File: src/rtl/core/twrtc_pkg.sv
// Shared types, codes and constants for the three-wire serial clock master.
// No dependencies; compiled first.
package twrtc_pkg;

   typedef enum logic [2:0] {
      MODE_TICK  = 3'd0,
      MODE_WRITE = 3'd1,
      MODE_READ  = 3'd2,
      MODE_SET   = 3'd3,
      MODE_GET   = 3'd4
   } mode_type;

   typedef enum logic [4:0] {
      PH_IDLE  = 5'b00001,
      PH_START = 5'b00010,
      PH_LOW   = 5'b00100,
      PH_HIGH  = 5'b01000,
      PH_END   = 5'b10000
   } phase_type;

   localparam int unsigned TIME_FIELDS = 7;

   localparam logic [7:0] WP_ADDR      = 8'h8E;
   localparam logic [7:0] TIME_WR_BASE = 8'h80;
   localparam logic [7:0] TIME_RD_BASE = 8'h81;
   localparam logic [7:0] WP_CLEAR     = 8'h00;
   localparam logic [7:0] WP_SET       = 8'h80;

   localparam logic [3:0] SET_FRAMES    = 4'd9;
   localparam logic [3:0] GET_FRAMES    = 4'd7;
   localparam logic [3:0] SINGLE_FRAMES = 4'd1;
   localparam logic [3:0] LAST_BIT      = 4'd15;

   localparam logic [2:0] SINGLE_READ_INDEX = 3'd7;

   // BCD byte to binary, each nibble taken as unsigned (0..165)
   function automatic logic [7:0] bcd_to_bin(input logic [7:0] b);
      logic [7:0] tens;
      tens = {4'b0000, b[7:4]} * 8'd10;
      return tens + {4'b0000, b[3:0]};
   endfunction

endpackage

File: src/rtl/core/twrtc_if.sv
// Valid/ready channel interfaces for command/tick transactions and results.
// Depends on nothing; compiled after twrtc_pkg.
interface twrtc_req_if;
   logic       valid;
   logic       ready;
   logic [2:0] mode;
   logic       data_in;
   logic [7:0] address;
   logic [7:0] write_value;
   logic [7:0] set_seconds;
   logic [7:0] set_minutes;
   logic [7:0] set_hours;
   logic [7:0] set_date;
   logic [7:0] set_month;
   logic [7:0] set_weekday;
   logic [7:0] set_year;

   modport source (
      output valid, mode, data_in, address, write_value, set_seconds, set_minutes,
             set_hours, set_date, set_month, set_weekday, set_year,
      input  ready
   );
   modport sink (
      input  valid, mode, data_in, address, write_value, set_seconds, set_minutes,
             set_hours, set_date, set_month, set_weekday, set_year,
      output ready
   );
endinterface

interface twrtc_rsp_if;
   logic       valid;
   logic       ready;
   logic       chip_enable;
   logic       serial_clock;
   logic       data_out;
   logic       data_drive;
   logic       busy_res;
   logic       value_valid;
   logic [2:0] value_index;
   logic [7:0] read_value;
   logic       done_res;

   modport source (
      output valid, chip_enable, serial_clock, data_out, data_drive, busy_res,
             value_valid, value_index, read_value, done_res,
      input  ready
   );
   modport sink (
      input  valid, chip_enable, serial_clock, data_out, data_drive, busy_res,
             value_valid, value_index, read_value, done_res,
      output ready
   );
endinterface

File: src/rtl/core/twrtc_frame_src.sv
// Operand store and per-frame address/data byte selection.
// Depends on twrtc_pkg.
module twrtc_frame_src (
   input  logic                 clock,
   input  logic                 load,
   input  logic [7:0]           load_address,
   input  logic [7:0]           load_value,
   input  logic [7:0]           load_time [twrtc_pkg::TIME_FIELDS],
   input  twrtc_pkg::mode_type  command,
   input  logic [3:0]           transfer_index,
   output logic [7:0]           frame_addr,
   output logic [7:0]           frame_data
);

   logic [7:0] single_addr_ff;
   logic [7:0] single_val_ff;
   logic [7:0] time_bytes_ff [twrtc_pkg::TIME_FIELDS];
   logic [3:0] index_m1;

   always_ff @(posedge clock) begin
      if (load) begin
         single_addr_ff <= load_address;
         single_val_ff  <= load_value;
         time_bytes_ff  <= load_time;
      end
   end

   assign index_m1 = transfer_index - 4'd1;

   always_comb begin
      frame_addr = single_addr_ff;
      frame_data = single_val_ff;
      case (command)
         twrtc_pkg::MODE_SET: begin
            // frame 0 clears write protect, last frame sets it
            if (transfer_index == 4'd0) begin
               frame_addr = twrtc_pkg::WP_ADDR;
               frame_data = twrtc_pkg::WP_CLEAR;
            end else if (transfer_index >= 4'd8) begin
               frame_addr = twrtc_pkg::WP_ADDR;
               frame_data = twrtc_pkg::WP_SET;
            end else begin
               frame_addr = twrtc_pkg::TIME_WR_BASE + {3'b000, index_m1, 1'b0};
               frame_data = time_bytes_ff[index_m1[2:0]];
            end
         end
         twrtc_pkg::MODE_GET: begin
            frame_addr = twrtc_pkg::TIME_RD_BASE + {4'b0000, transfer_index[2:0], 1'b0};
         end
         default: begin
            frame_addr = single_addr_ff;
            frame_data = single_val_ff;
         end
      endcase
   end

endmodule

File: src/rtl/core/three_wire_rtc_serial_master_unit.sv
// Top level of the three-wire serial clock master: handshake, bus sequencer,
// result register. Depends on twrtc_pkg, twrtc_if and twrtc_frame_src.
//
// Pin-level master for a three-wire serial clock chip (CE, SCLK, DATA).
// While idle, a transaction with mode 1..4 starts a command (write register,
// read register, set the seven time registers, get the seven time registers);
// every later transaction is one tick, i.e. one half SCLK period, and any
// command issued while busy counts as a plain tick. Each transaction yields
// exactly one result transaction carrying the pin levels to drive for that
// half period, plus busy, done and any finished read byte. A frame is: start
// tick (CE up), 16 bits of two ticks each (low half sets/releases data, high
// half raises SCLK and samples data_in on read bits), end tick (CE down). Set
// time runs 9 frames (write-protect off, seven bytes at 0x80..0x8C, protect
// on); get time runs 7 frames reading 0x81..0x8D and returns each byte
// BCD-decoded as unsigned. Throughput is one transaction per clock while the sink
// keeps up: each step is computed from the accepted transaction straight into the result
// register, and req.ready stays high unless a result is held by a stalled sink.
module three_wire_rtc_serial_master_unit (
   input  logic           clock,
   input  logic           reset,
   twrtc_req_if.sink      req_chan,
   twrtc_rsp_if.source    rsp_chan
);

   // sequencer state
   twrtc_pkg::phase_type phase_ff, phase_in;
   twrtc_pkg::mode_type  command_ff, command_in;
   logic [3:0]           bit_count_ff, bit_count_in;
   logic [7:0]           shift_byte_ff, shift_byte_in;
   logic [3:0]           transfer_ff, transfer_in;
   logic                 ce_ff, ce_in;
   logic                 sclk_ff, sclk_in;
   logic                 dout_ff, dout_in;
   logic                 drive_ff, drive_in;

   // result register
   logic                 rsp_valid_ff;
   logic                 value_valid_ff, value_valid_in;
   logic [2:0]           value_index_ff, value_index_in;
   logic [7:0]           read_value_ff, read_value_in;
   logic                 done_ff, done_in;
   logic                 busy_ff;

   logic                 fire;
   logic                 start_cmd;
   twrtc_pkg::phase_type phase_eff;
   twrtc_pkg::mode_type  command_eff;
   logic                 frame_reads;
   logic [3:0]           frame_total;
   logic [7:0]           frame_addr;
   logic [7:0]           frame_data;
   logic [7:0]           tx_byte;
   logic [7:0]           load_time [twrtc_pkg::TIME_FIELDS];

   // a result slot frees as soon as the sink takes the held one
   assign req_chan.ready = !rsp_valid_ff || rsp_chan.ready;
   assign fire           = req_chan.valid && req_chan.ready;

   assign start_cmd = (phase_ff == twrtc_pkg::PH_IDLE) &&
                      (req_chan.mode inside {[twrtc_pkg::MODE_WRITE:twrtc_pkg::MODE_GET]});

   assign load_time[0] = req_chan.set_seconds;
   assign load_time[1] = req_chan.set_minutes;
   assign load_time[2] = req_chan.set_hours;
   assign load_time[3] = req_chan.set_date;
   assign load_time[4] = req_chan.set_month;
   assign load_time[5] = req_chan.set_weekday;
   assign load_time[6] = req_chan.set_year;

   twrtc_frame_src u_frame_src (
      .clock          (clock),
      .load           (fire && start_cmd),
      .load_address   (req_chan.address),
      .load_value     (req_chan.write_value),
      .load_time      (load_time),
      .command        (command_ff),
      .transfer_index (transfer_ff),
      .frame_addr     (frame_addr),
      .frame_data     (frame_data)
   );

   // the command transaction itself is the first frame's start tick
   assign phase_eff   = start_cmd ? twrtc_pkg::PH_START : phase_ff;
   assign command_eff = start_cmd ? twrtc_pkg::mode_type'(req_chan.mode) : command_ff;
   assign frame_reads = (command_eff == twrtc_pkg::MODE_READ) ||
                        (command_eff == twrtc_pkg::MODE_GET);

   always_comb begin
      case (command_eff)
         twrtc_pkg::MODE_SET: frame_total = twrtc_pkg::SET_FRAMES;
         twrtc_pkg::MODE_GET: frame_total = twrtc_pkg::GET_FRAMES;
         default:             frame_total = twrtc_pkg::SINGLE_FRAMES;
      endcase
   end

   assign tx_byte = bit_count_ff[3] ? frame_data : frame_addr;

   always_comb begin
      phase_in       = phase_eff;
      command_in     = command_eff;
      bit_count_in   = bit_count_ff;
      shift_byte_in  = shift_byte_ff;
      transfer_in    = start_cmd ? 4'd0 : transfer_ff;
      ce_in          = ce_ff;
      sclk_in        = sclk_ff;
      dout_in        = dout_ff;
      drive_in       = drive_ff;
      value_valid_in = 1'b0;
      value_index_in = 3'd0;
      read_value_in  = 8'd0;
      done_in        = 1'b0;
      case (phase_eff)
         twrtc_pkg::PH_START: begin
            ce_in         = 1'b1;
            sclk_in       = 1'b0;
            dout_in       = 1'b0;
            drive_in      = 1'b1;
            bit_count_in  = 4'd0;
            shift_byte_in = 8'd0;
            phase_in      = twrtc_pkg::PH_LOW;
         end
         twrtc_pkg::PH_LOW: begin
            sclk_in = 1'b0;
            if (bit_count_ff[3] && frame_reads) begin
               // release the line for the chip's data byte
               drive_in = 1'b0;
               dout_in  = 1'b0;
            end else begin
               drive_in = 1'b1;
               dout_in  = tx_byte[bit_count_ff[2:0]];
            end
            phase_in = twrtc_pkg::PH_HIGH;
         end
         twrtc_pkg::PH_HIGH: begin
            if (bit_count_ff[3] && frame_reads) begin
               shift_byte_in = {req_chan.data_in, shift_byte_ff[7:1]};
            end
            sclk_in = 1'b1;
            if (bit_count_ff == twrtc_pkg::LAST_BIT) begin
               phase_in = twrtc_pkg::PH_END;
            end else begin
               bit_count_in = bit_count_ff + 4'd1;
               phase_in     = twrtc_pkg::PH_LOW;
            end
         end
         twrtc_pkg::PH_END: begin
            ce_in    = 1'b0;
            sclk_in  = 1'b0;
            dout_in  = 1'b0;
            drive_in = 1'b1;
            if (frame_reads) begin
               value_valid_in = 1'b1;
               if (command_eff == twrtc_pkg::MODE_GET) begin
                  value_index_in = transfer_ff[2:0];
                  read_value_in  = twrtc_pkg::bcd_to_bin(shift_byte_ff);
               end else begin
                  value_index_in = twrtc_pkg::SINGLE_READ_INDEX;
                  read_value_in  = shift_byte_ff;
               end
            end
            transfer_in = transfer_ff + 4'd1;
            if (transfer_in >= frame_total) begin
               phase_in   = twrtc_pkg::PH_IDLE;
               done_in    = 1'b1;
               command_in = twrtc_pkg::MODE_TICK;
            end else begin
               phase_in = twrtc_pkg::PH_START;
            end
         end
         default: begin
            phase_in = twrtc_pkg::PH_IDLE;
         end
      endcase
   end

   always_ff @(posedge clock) begin
      if (reset) begin
         phase_ff      <= twrtc_pkg::PH_IDLE;
         command_ff    <= twrtc_pkg::MODE_TICK;
         bit_count_ff  <= 4'd0;
         shift_byte_ff <= 8'd0;
         transfer_ff   <= 4'd0;
         ce_ff         <= 1'b0;
         sclk_ff       <= 1'b0;
         dout_ff       <= 1'b0;
         drive_ff      <= 1'b1;
         rsp_valid_ff  <= 1'b0;
      end else begin
         if (fire) begin
            phase_ff      <= phase_in;
            command_ff    <= command_in;
            bit_count_ff  <= bit_count_in;
            shift_byte_ff <= shift_byte_in;
            transfer_ff   <= transfer_in;
            ce_ff         <= ce_in;
            sclk_ff       <= sclk_in;
            dout_ff       <= dout_in;
            drive_ff      <= drive_in;
            rsp_valid_ff  <= 1'b1;
         end else if (rsp_chan.ready) begin
            rsp_valid_ff  <= 1'b0;
         end
      end
   end

   // result payload, pins come straight from the pin state
   always_ff @(posedge clock) begin
      if (fire) begin
         value_valid_ff <= value_valid_in;
         value_index_ff <= value_index_in;
         read_value_ff  <= read_value_in;
         done_ff        <= done_in;
         busy_ff        <= (phase_in != twrtc_pkg::PH_IDLE);
      end
   end

   assign rsp_chan.valid        = rsp_valid_ff;
   assign rsp_chan.chip_enable  = ce_ff;
   assign rsp_chan.serial_clock = sclk_ff;
   assign rsp_chan.data_out     = dout_ff;
   assign rsp_chan.data_drive   = drive_ff;
   assign rsp_chan.busy_res     = busy_ff;
   assign rsp_chan.value_valid  = value_valid_ff;
   assign rsp_chan.value_index  = value_index_ff;
   assign rsp_chan.read_value   = read_value_ff;
   assign rsp_chan.done_res     = done_ff;

   // idle sequencer holds no command
   a_idle_no_cmd: assert property (@(posedge clock) disable iff (reset)
      phase_ff == twrtc_pkg::PH_IDLE |-> command_ff == twrtc_pkg::MODE_TICK)
      else $error("idle with a latched command");

   // last high half of a frame always goes to the end tick
   a_last_bit_end: assert property (@(posedge clock) disable iff (reset)
      fire && phase_ff == twrtc_pkg::PH_HIGH && bit_count_ff == twrtc_pkg::LAST_BIT
      |=> phase_ff == twrtc_pkg::PH_END)
      else $error("frame did not end after last bit");

   // data line is only released inside a frame, during the read byte
   a_release_in_frame: assert property (@(posedge clock) disable iff (reset)
      !drive_ff |-> ce_ff && (phase_ff == twrtc_pkg::PH_LOW ||
                              phase_ff == twrtc_pkg::PH_HIGH ||
                              phase_ff == twrtc_pkg::PH_END))
      else $error("data released outside a frame");

   // a finished command leaves the block idle and the bus quiet
   a_done_idle: assert property (@(posedge clock) disable iff (reset)
      rsp_valid_ff && done_ff |-> !busy_ff && !ce_ff && !sclk_ff)
      else $error("done while bus still active");

endmodule

File: src/flat_wrapper.sv
// flat-port wrapper written by rule: the top's interface ports become plain ports
module three_wire_rtc_serial_master_unit_flat 
  (clock, reset, req_chan_valid, req_chan_mode, req_chan_data_in, req_chan_address, req_chan_write_value, req_chan_set_seconds, req_chan_set_minutes, req_chan_set_hours, req_chan_set_date, req_chan_set_month, req_chan_set_weekday, req_chan_set_year, req_chan_ready, rsp_chan_valid, rsp_chan_chip_enable, rsp_chan_serial_clock, rsp_chan_data_out, rsp_chan_data_drive, rsp_chan_busy_res, rsp_chan_value_valid, rsp_chan_value_index, rsp_chan_read_value, rsp_chan_done_res, rsp_chan_ready);
  twrtc_req_if req_chan_i ();
  twrtc_rsp_if rsp_chan_i ();
  input  logic clock;
  input  logic reset;
  input wire logic [$bits(req_chan_i.valid)-1:0] req_chan_valid;
  input wire logic [$bits(req_chan_i.mode)-1:0] req_chan_mode;
  input wire logic [$bits(req_chan_i.data_in)-1:0] req_chan_data_in;
  input wire logic [$bits(req_chan_i.address)-1:0] req_chan_address;
  input wire logic [$bits(req_chan_i.write_value)-1:0] req_chan_write_value;
  input wire logic [$bits(req_chan_i.set_seconds)-1:0] req_chan_set_seconds;
  input wire logic [$bits(req_chan_i.set_minutes)-1:0] req_chan_set_minutes;
  input wire logic [$bits(req_chan_i.set_hours)-1:0] req_chan_set_hours;
  input wire logic [$bits(req_chan_i.set_date)-1:0] req_chan_set_date;
  input wire logic [$bits(req_chan_i.set_month)-1:0] req_chan_set_month;
  input wire logic [$bits(req_chan_i.set_weekday)-1:0] req_chan_set_weekday;
  input wire logic [$bits(req_chan_i.set_year)-1:0] req_chan_set_year;
  output wire logic [$bits(req_chan_i.ready)-1:0] req_chan_ready;
  output wire logic [$bits(rsp_chan_i.valid)-1:0] rsp_chan_valid;
  output wire logic [$bits(rsp_chan_i.chip_enable)-1:0] rsp_chan_chip_enable;
  output wire logic [$bits(rsp_chan_i.serial_clock)-1:0] rsp_chan_serial_clock;
  output wire logic [$bits(rsp_chan_i.data_out)-1:0] rsp_chan_data_out;
  output wire logic [$bits(rsp_chan_i.data_drive)-1:0] rsp_chan_data_drive;
  output wire logic [$bits(rsp_chan_i.busy_res)-1:0] rsp_chan_busy_res;
  output wire logic [$bits(rsp_chan_i.value_valid)-1:0] rsp_chan_value_valid;
  output wire logic [$bits(rsp_chan_i.value_index)-1:0] rsp_chan_value_index;
  output wire logic [$bits(rsp_chan_i.read_value)-1:0] rsp_chan_read_value;
  output wire logic [$bits(rsp_chan_i.done_res)-1:0] rsp_chan_done_res;
  input wire logic [$bits(rsp_chan_i.ready)-1:0] rsp_chan_ready;
  assign req_chan_i.valid = req_chan_valid;
  assign req_chan_i.mode = req_chan_mode;
  assign req_chan_i.data_in = req_chan_data_in;
  assign req_chan_i.address = req_chan_address;
  assign req_chan_i.write_value = req_chan_write_value;
  assign req_chan_i.set_seconds = req_chan_set_seconds;
  assign req_chan_i.set_minutes = req_chan_set_minutes;
  assign req_chan_i.set_hours = req_chan_set_hours;
  assign req_chan_i.set_date = req_chan_set_date;
  assign req_chan_i.set_month = req_chan_set_month;
  assign req_chan_i.set_weekday = req_chan_set_weekday;
  assign req_chan_i.set_year = req_chan_set_year;
  assign req_chan_ready = req_chan_i.ready;
  assign rsp_chan_valid = rsp_chan_i.valid;
  assign rsp_chan_chip_enable = rsp_chan_i.chip_enable;
  assign rsp_chan_serial_clock = rsp_chan_i.serial_clock;
  assign rsp_chan_data_out = rsp_chan_i.data_out;
  assign rsp_chan_data_drive = rsp_chan_i.data_drive;
  assign rsp_chan_busy_res = rsp_chan_i.busy_res;
  assign rsp_chan_value_valid = rsp_chan_i.value_valid;
  assign rsp_chan_value_index = rsp_chan_i.value_index;
  assign rsp_chan_read_value = rsp_chan_i.read_value;
  assign rsp_chan_done_res = rsp_chan_i.done_res;
  assign rsp_chan_i.ready = rsp_chan_ready;
  three_wire_rtc_serial_master_unit u_core (.clock(clock), .reset(reset), .req_chan(req_chan_i), .rsp_chan(rsp_chan_i));
endmodule
File: config.mk
export PLATFORM = sky130hd
export DESIGN_NAME = three_wire_rtc_serial_master_unit_flat
export DESIGN_NICKNAME = d
export VERILOG_FILES = /design/src/rtl/core/twrtc_pkg.sv /design/src/rtl/core/twrtc_if.sv /design/src/rtl/core/twrtc_frame_src.sv /design/src/rtl/core/three_wire_rtc_serial_master_unit.sv /design/src/flat_wrapper.sv
export SDC_FILE = /design/constraint.sdc
export NUM_CORES = 1
export LEC_CHECK = 0
export BUFFER_PORTS_ARGS = -buffer_cell sky130_fd_sc_hd__buf_2
export CELL_PAD_IN_SITES_DETAIL_PLACEMENT = 0
export CELL_PAD_IN_SITES_GLOBAL_PLACEMENT = 1
export CORE_MARGIN = 4
export CORE_UTILIZATION = 40
export DETAILED_ROUTE_END_ITERATION = 10
export PLACE_DENSITY = 0.72
export SLEW_MARGIN = 20
export SYNTH_ARGS = -nofsm -noshare
export SYNTH_HDL_FRONTEND = slang
export SYNTH_SLANG_ARGS = --single-unit
File: constraint.sdc
create_clock -name clock -period 4.4 [get_ports clock]
set_input_delay 0 -clock clock [delete_from_list [all_inputs] [get_ports clock]]
set_output_delay 0 -clock clock [all_outputs]
set_load 0.01 [all_outputs]
==> run_results.csv <==
group,metric,value,unit
setup_path,worstRegToRegCells,9,
setup_path,r2r-end,"u_core.rsp_chan.data_out$_SDFFE_PP0P_",
global_route,antenna_found_initial,1,
sta,worst_pin_slew,0.897,ns
placement,io_buffers,99,
clocking,h-tree-depth,4,
sta,fin_skew,0.0124,ns
power_and_ir_drop,p_leak,2.78,nW
routing,viasPerCell,5.15,
final_layout,final_common_cell,"buf_2",
routing,routedWlPerCell,17.4,µm
global_route,grt_pass1_wl,22.5,mm
power_and_ir_drop,ir_drop,0.342,mV
min_path,min_path_type,"input port to flip-flop",
setup_path,path_buf_inv,2,
synth,synth_ff_type,"edfxtp_1",
setup_path,rr_startpoint,"u_core.transfer_ff[0]$_SDFFE_PP0P_",
routing,drtAntennaViolNets,0,
setup_path,rrSetupSlack,1.04,ns
floorplan,dieArea,15400,µm²
final_layout,final_cell_mix,"99 x buf_2, 86 x edfxtp_1, 76 x dlygate4sd3_1, 34 x nor2_1",
placement,gp_congestion,0.853,
final_layout,area_delta_synth_final,36.4,%
setup_path,worstSetupPathType,"flip-flop to flip-flop",
clocking,cts-root-buf,"clkbuf_16",
power_and_ir_drop,total_power,0.00282,W
sta,finalHoldViolations,0,
synth,ys_warn_count,0,
power_and_ir_drop,pwr-share-clk,0.470,
setup_path,cp.depth,9,
setup_path,cp_top_family,"compound AO/OA/AOI/OAI gates",
synth,syn-cell-area,5400,µm²
sta,fmax,0.298,GHz
synth,synth_seq_area_share,0.586,
power_and_ir_drop,pwr-share-comb,0.085,
min_path,hold_start,"reset",
final_layout,area.sequential,3160,µm²
sta,layout_setup_ws,1.04,ns
floorplan,fp.dieH,124,µm
setup_path,cp_slowest_cell,"xor2_2",
power_and_ir_drop,switching_share,0.216,
sta,period_share,0.763,
setup_path,crit_start,"u_core.transfer_ff[0]$_SDFFE_PP0P_",
routing,vias,4159,
synth,syn_inst,446,
floorplan,initial_core_util,0.408,
power_and_ir_drop,seqPwrFrac,0.445,
synth,synth_top_area_frac,0.478,
global_route,grt_pass1_vias,4327,
setup_path,endpoint_kind,"flip-flop",
sta,slew_violations,0,
clocking,cts_sinks,115,
routing,drt_pass1_iterations,4,
clocking,clk_path_buf_depth,2,
setup_path,cp.required,4.70,ns
sta,period_needed,3.36,ns
floorplan,die_width,124,µm
min_path,whs_path_depth,2,
floorplan,io_pins,100,
final_layout,nets,711,
sta,fin_setup_tns,0,ns
placement,place_hpwl,9.17,mm
clocking,cts_buffers,17,
clocking,cts_setup_buffers,0,
floorplan,core_area,13200,µm²
global_route,overflow,0,
sta,maxSlewHeadroom,0.402,
clocking,clk_latency,0.41,ns
synth,synthTopCellsByArea,"edfxtp_1 48%, dfxtp_1 11%, mux4_2 3.3%",
synth,avgSynthCellArea,12.1,µm²
synth,async_flop_share,0,
routing,wl,14.0,mm
synth,synth_edf_count,86,
power_and_ir_drop,p_switching,0.000610,W
setup_path,crit_arrival,3.66,ns
clocking,cts_tree,"yes",
final_layout,nFillCells,1136,
global_route,grt_usage,0.197,
synth,post-synth-top-area-cell,"edfxtp_1",
sta,rsz0062_at_grt,"no",
power_and_ir_drop,pwr_density_cell,384,nW/µm²
setup_path,slowest_delay,0.63,ns
setup_path,worstPathCellList,"buf_4 > inv_2 > ha_1 > xor2_2 > mux4_2 > or3_1 > a311o_1 > o2111ai_1 > o21ai_2",
clocking,clk_pin_slew,0.05,ns
synth,synth.distinct_cells,63,
min_path,min_to,"u_core.transfer_ff[3]$_SDFFE_PP0P_",
routing,drc,0,
flow_run,max_cap_violations,0,
final_layout,multiInputGateArea,2070,µm²
sta,setup_viol,0,
synth,synth_nets,539,
placement,preCtsSetupSlack,1.07,ns
power_and_ir_drop,internal_power,0.00221,W
routing,first_iter_violations,234,
floorplan,rows,42,
synth,synth_seq_cells,115,
setup_path,start_kind,"flip-flop",
status,status,"completed",
global_route,grt_max_degree,73,
final_layout,drive_above_1_share,0.241,
setup_path,cp_max_fo,21,
-- power by group through the flow --
| stage | Clock [W] | Sequential [W] | Combinational [W] |
|---|---|---|---|
| 4_1_cts | 0.00135 | 0.00126 | 0.000237 |
| 5_1_grt | 0.00141 | 0.00126 | 0.000265 |
| 3_5_place_dp | 0 | 0.00128 | 0.000185 |
| 6_report | 0.00133 | 0.00126 | 0.000239 |
| 3_3_place_gp | 0 | 0.00128 | 0.000185 |
| 2_1_floorplan | 0 | 0.00127 | 0.000116 |
-- layer usage --
layer	routed length (µm)	global-route usage	up-vias	share of wire
met1	5890	0.240	1963	0.42
met4	211	0.0732	0	0.015
met3	773	0.0627	13	0.055
met2	7160	0.326	131	0.51
li1	-	-	2052	-
met5	0	0	-	0
-- registers in the layout (all words and copies together) (netlist names), 3 cells and up --
name,flops
u_core.u_frame_src.time_bytes_ff,56
u_core.rsp_chan.read_value,8
u_core.shift_byte_ff,8
u_core.u_frame_src.single_addr_ff,8
u_core.u_frame_src.single_val_ff,8
u_core.phase_ff,5
u_core.bit_count_ff,4
u_core.transfer_ff,4
u_core.command_ff,3
u_core.rsp_chan.value_index,3
-- logic make-up (layout without fill, tap and decap cells) --
group                    after synthesis  in the layout  synth area share
other                                  0              1                 0
AO/OA/AOI/OAI                        117            117             0.145
adder cells (fa/ha/maj)               13             13            0.0329
buffers and inverters                 38            223            0.0313
AND/OR/NAND/NOR                      128            128             0.122
XOR/XNOR                              14             14            0.0241
flip-flops                           115            115             0.586
multiplexers                          21             21            0.0593
-- worst max-delay path by stage --
stage                     slack [ns]                                              to
after floorplan                 0.95  u_core.u_frame_src.single_addr_ff[0]$_DFFE_PP_
after global placement          1.17           u_core.rsp_chan.data_out$_SDFFE_PP0P_
after detailed placement        1.07           u_core.rsp_chan.data_out$_SDFFE_PP0P_
after CTS                       1.06           u_core.rsp_chan.data_out$_SDFFE_PP0P_
after global routing            0.82           u_core.rsp_chan.data_out$_SDFFE_PP0P_
final                           1.04           u_core.rsp_chan.data_out$_SDFFE_PP0P_
-- cell usage after synthesis, types with 5 or more instances --
library cell,instances
nor2_1,35
o21ai_0,13
edfxtp_1,86
a221oi_1,6
inv_1,11
nand2b_1,8
o21ai_1,11
nand3b_1,5
ha_1,11
nand3_1,13
clkbuf_1,8
mux4_2,8
a211oi_1,7
dfxtp_1,29
mux2i_1,5
xnor2_1,9
nor2b_1,6
nor3_1,13
buf_2,12
or3_1,6
a21oi_1,29
a22o_1,8
a31oi_1,9
nand2_1,24
-- repair_timing --
| item | in CTS | in global routing |
|---|---|---|
| resized for setup | 0 | 0 |
| hold buffers | 76 | 0 |
| hold endpoints to repair | 75 | 0 |
-- area by class of cell --
class                      instances  share of cell area
sequential                       115               0.430
antenna                            1            0.000340
clock buffer                      24              0.0641
clock inverter                     8              0.0144
tap                              176              0.0299
multi-input combinational        293               0.282
inverter                          14             0.00714
timing repair buffer             177               0.173
-- worst reg2reg max path: stages (launching register included) --
cell,delay (ns)
dfxtp_1,0.30
buf_4,0.29
inv_2,0.15
ha_1,0.33
xor2_2,0.63
mux4_2,0.59
or3_1,0.32
a311o_1,0.33
o2111ai_1,0.25
o21ai_2,0.07
-- per-stage QoR --
stage,instance area (µm²),std cells,hold WS [ns],util
4_1_cts,7360,807,0.00326,0.556
3_3_place_gp,6020,699,0.177,0.455
5_1_grt,7360,808,0.0124,0.556
2_1_floorplan,5400,446,0.0989,-
6_report,7360,808,0.0178,0.556
3_5_place_dp,6020,699,0.178,0.455
Note: power is estimated with default switching activity, not from simulation.
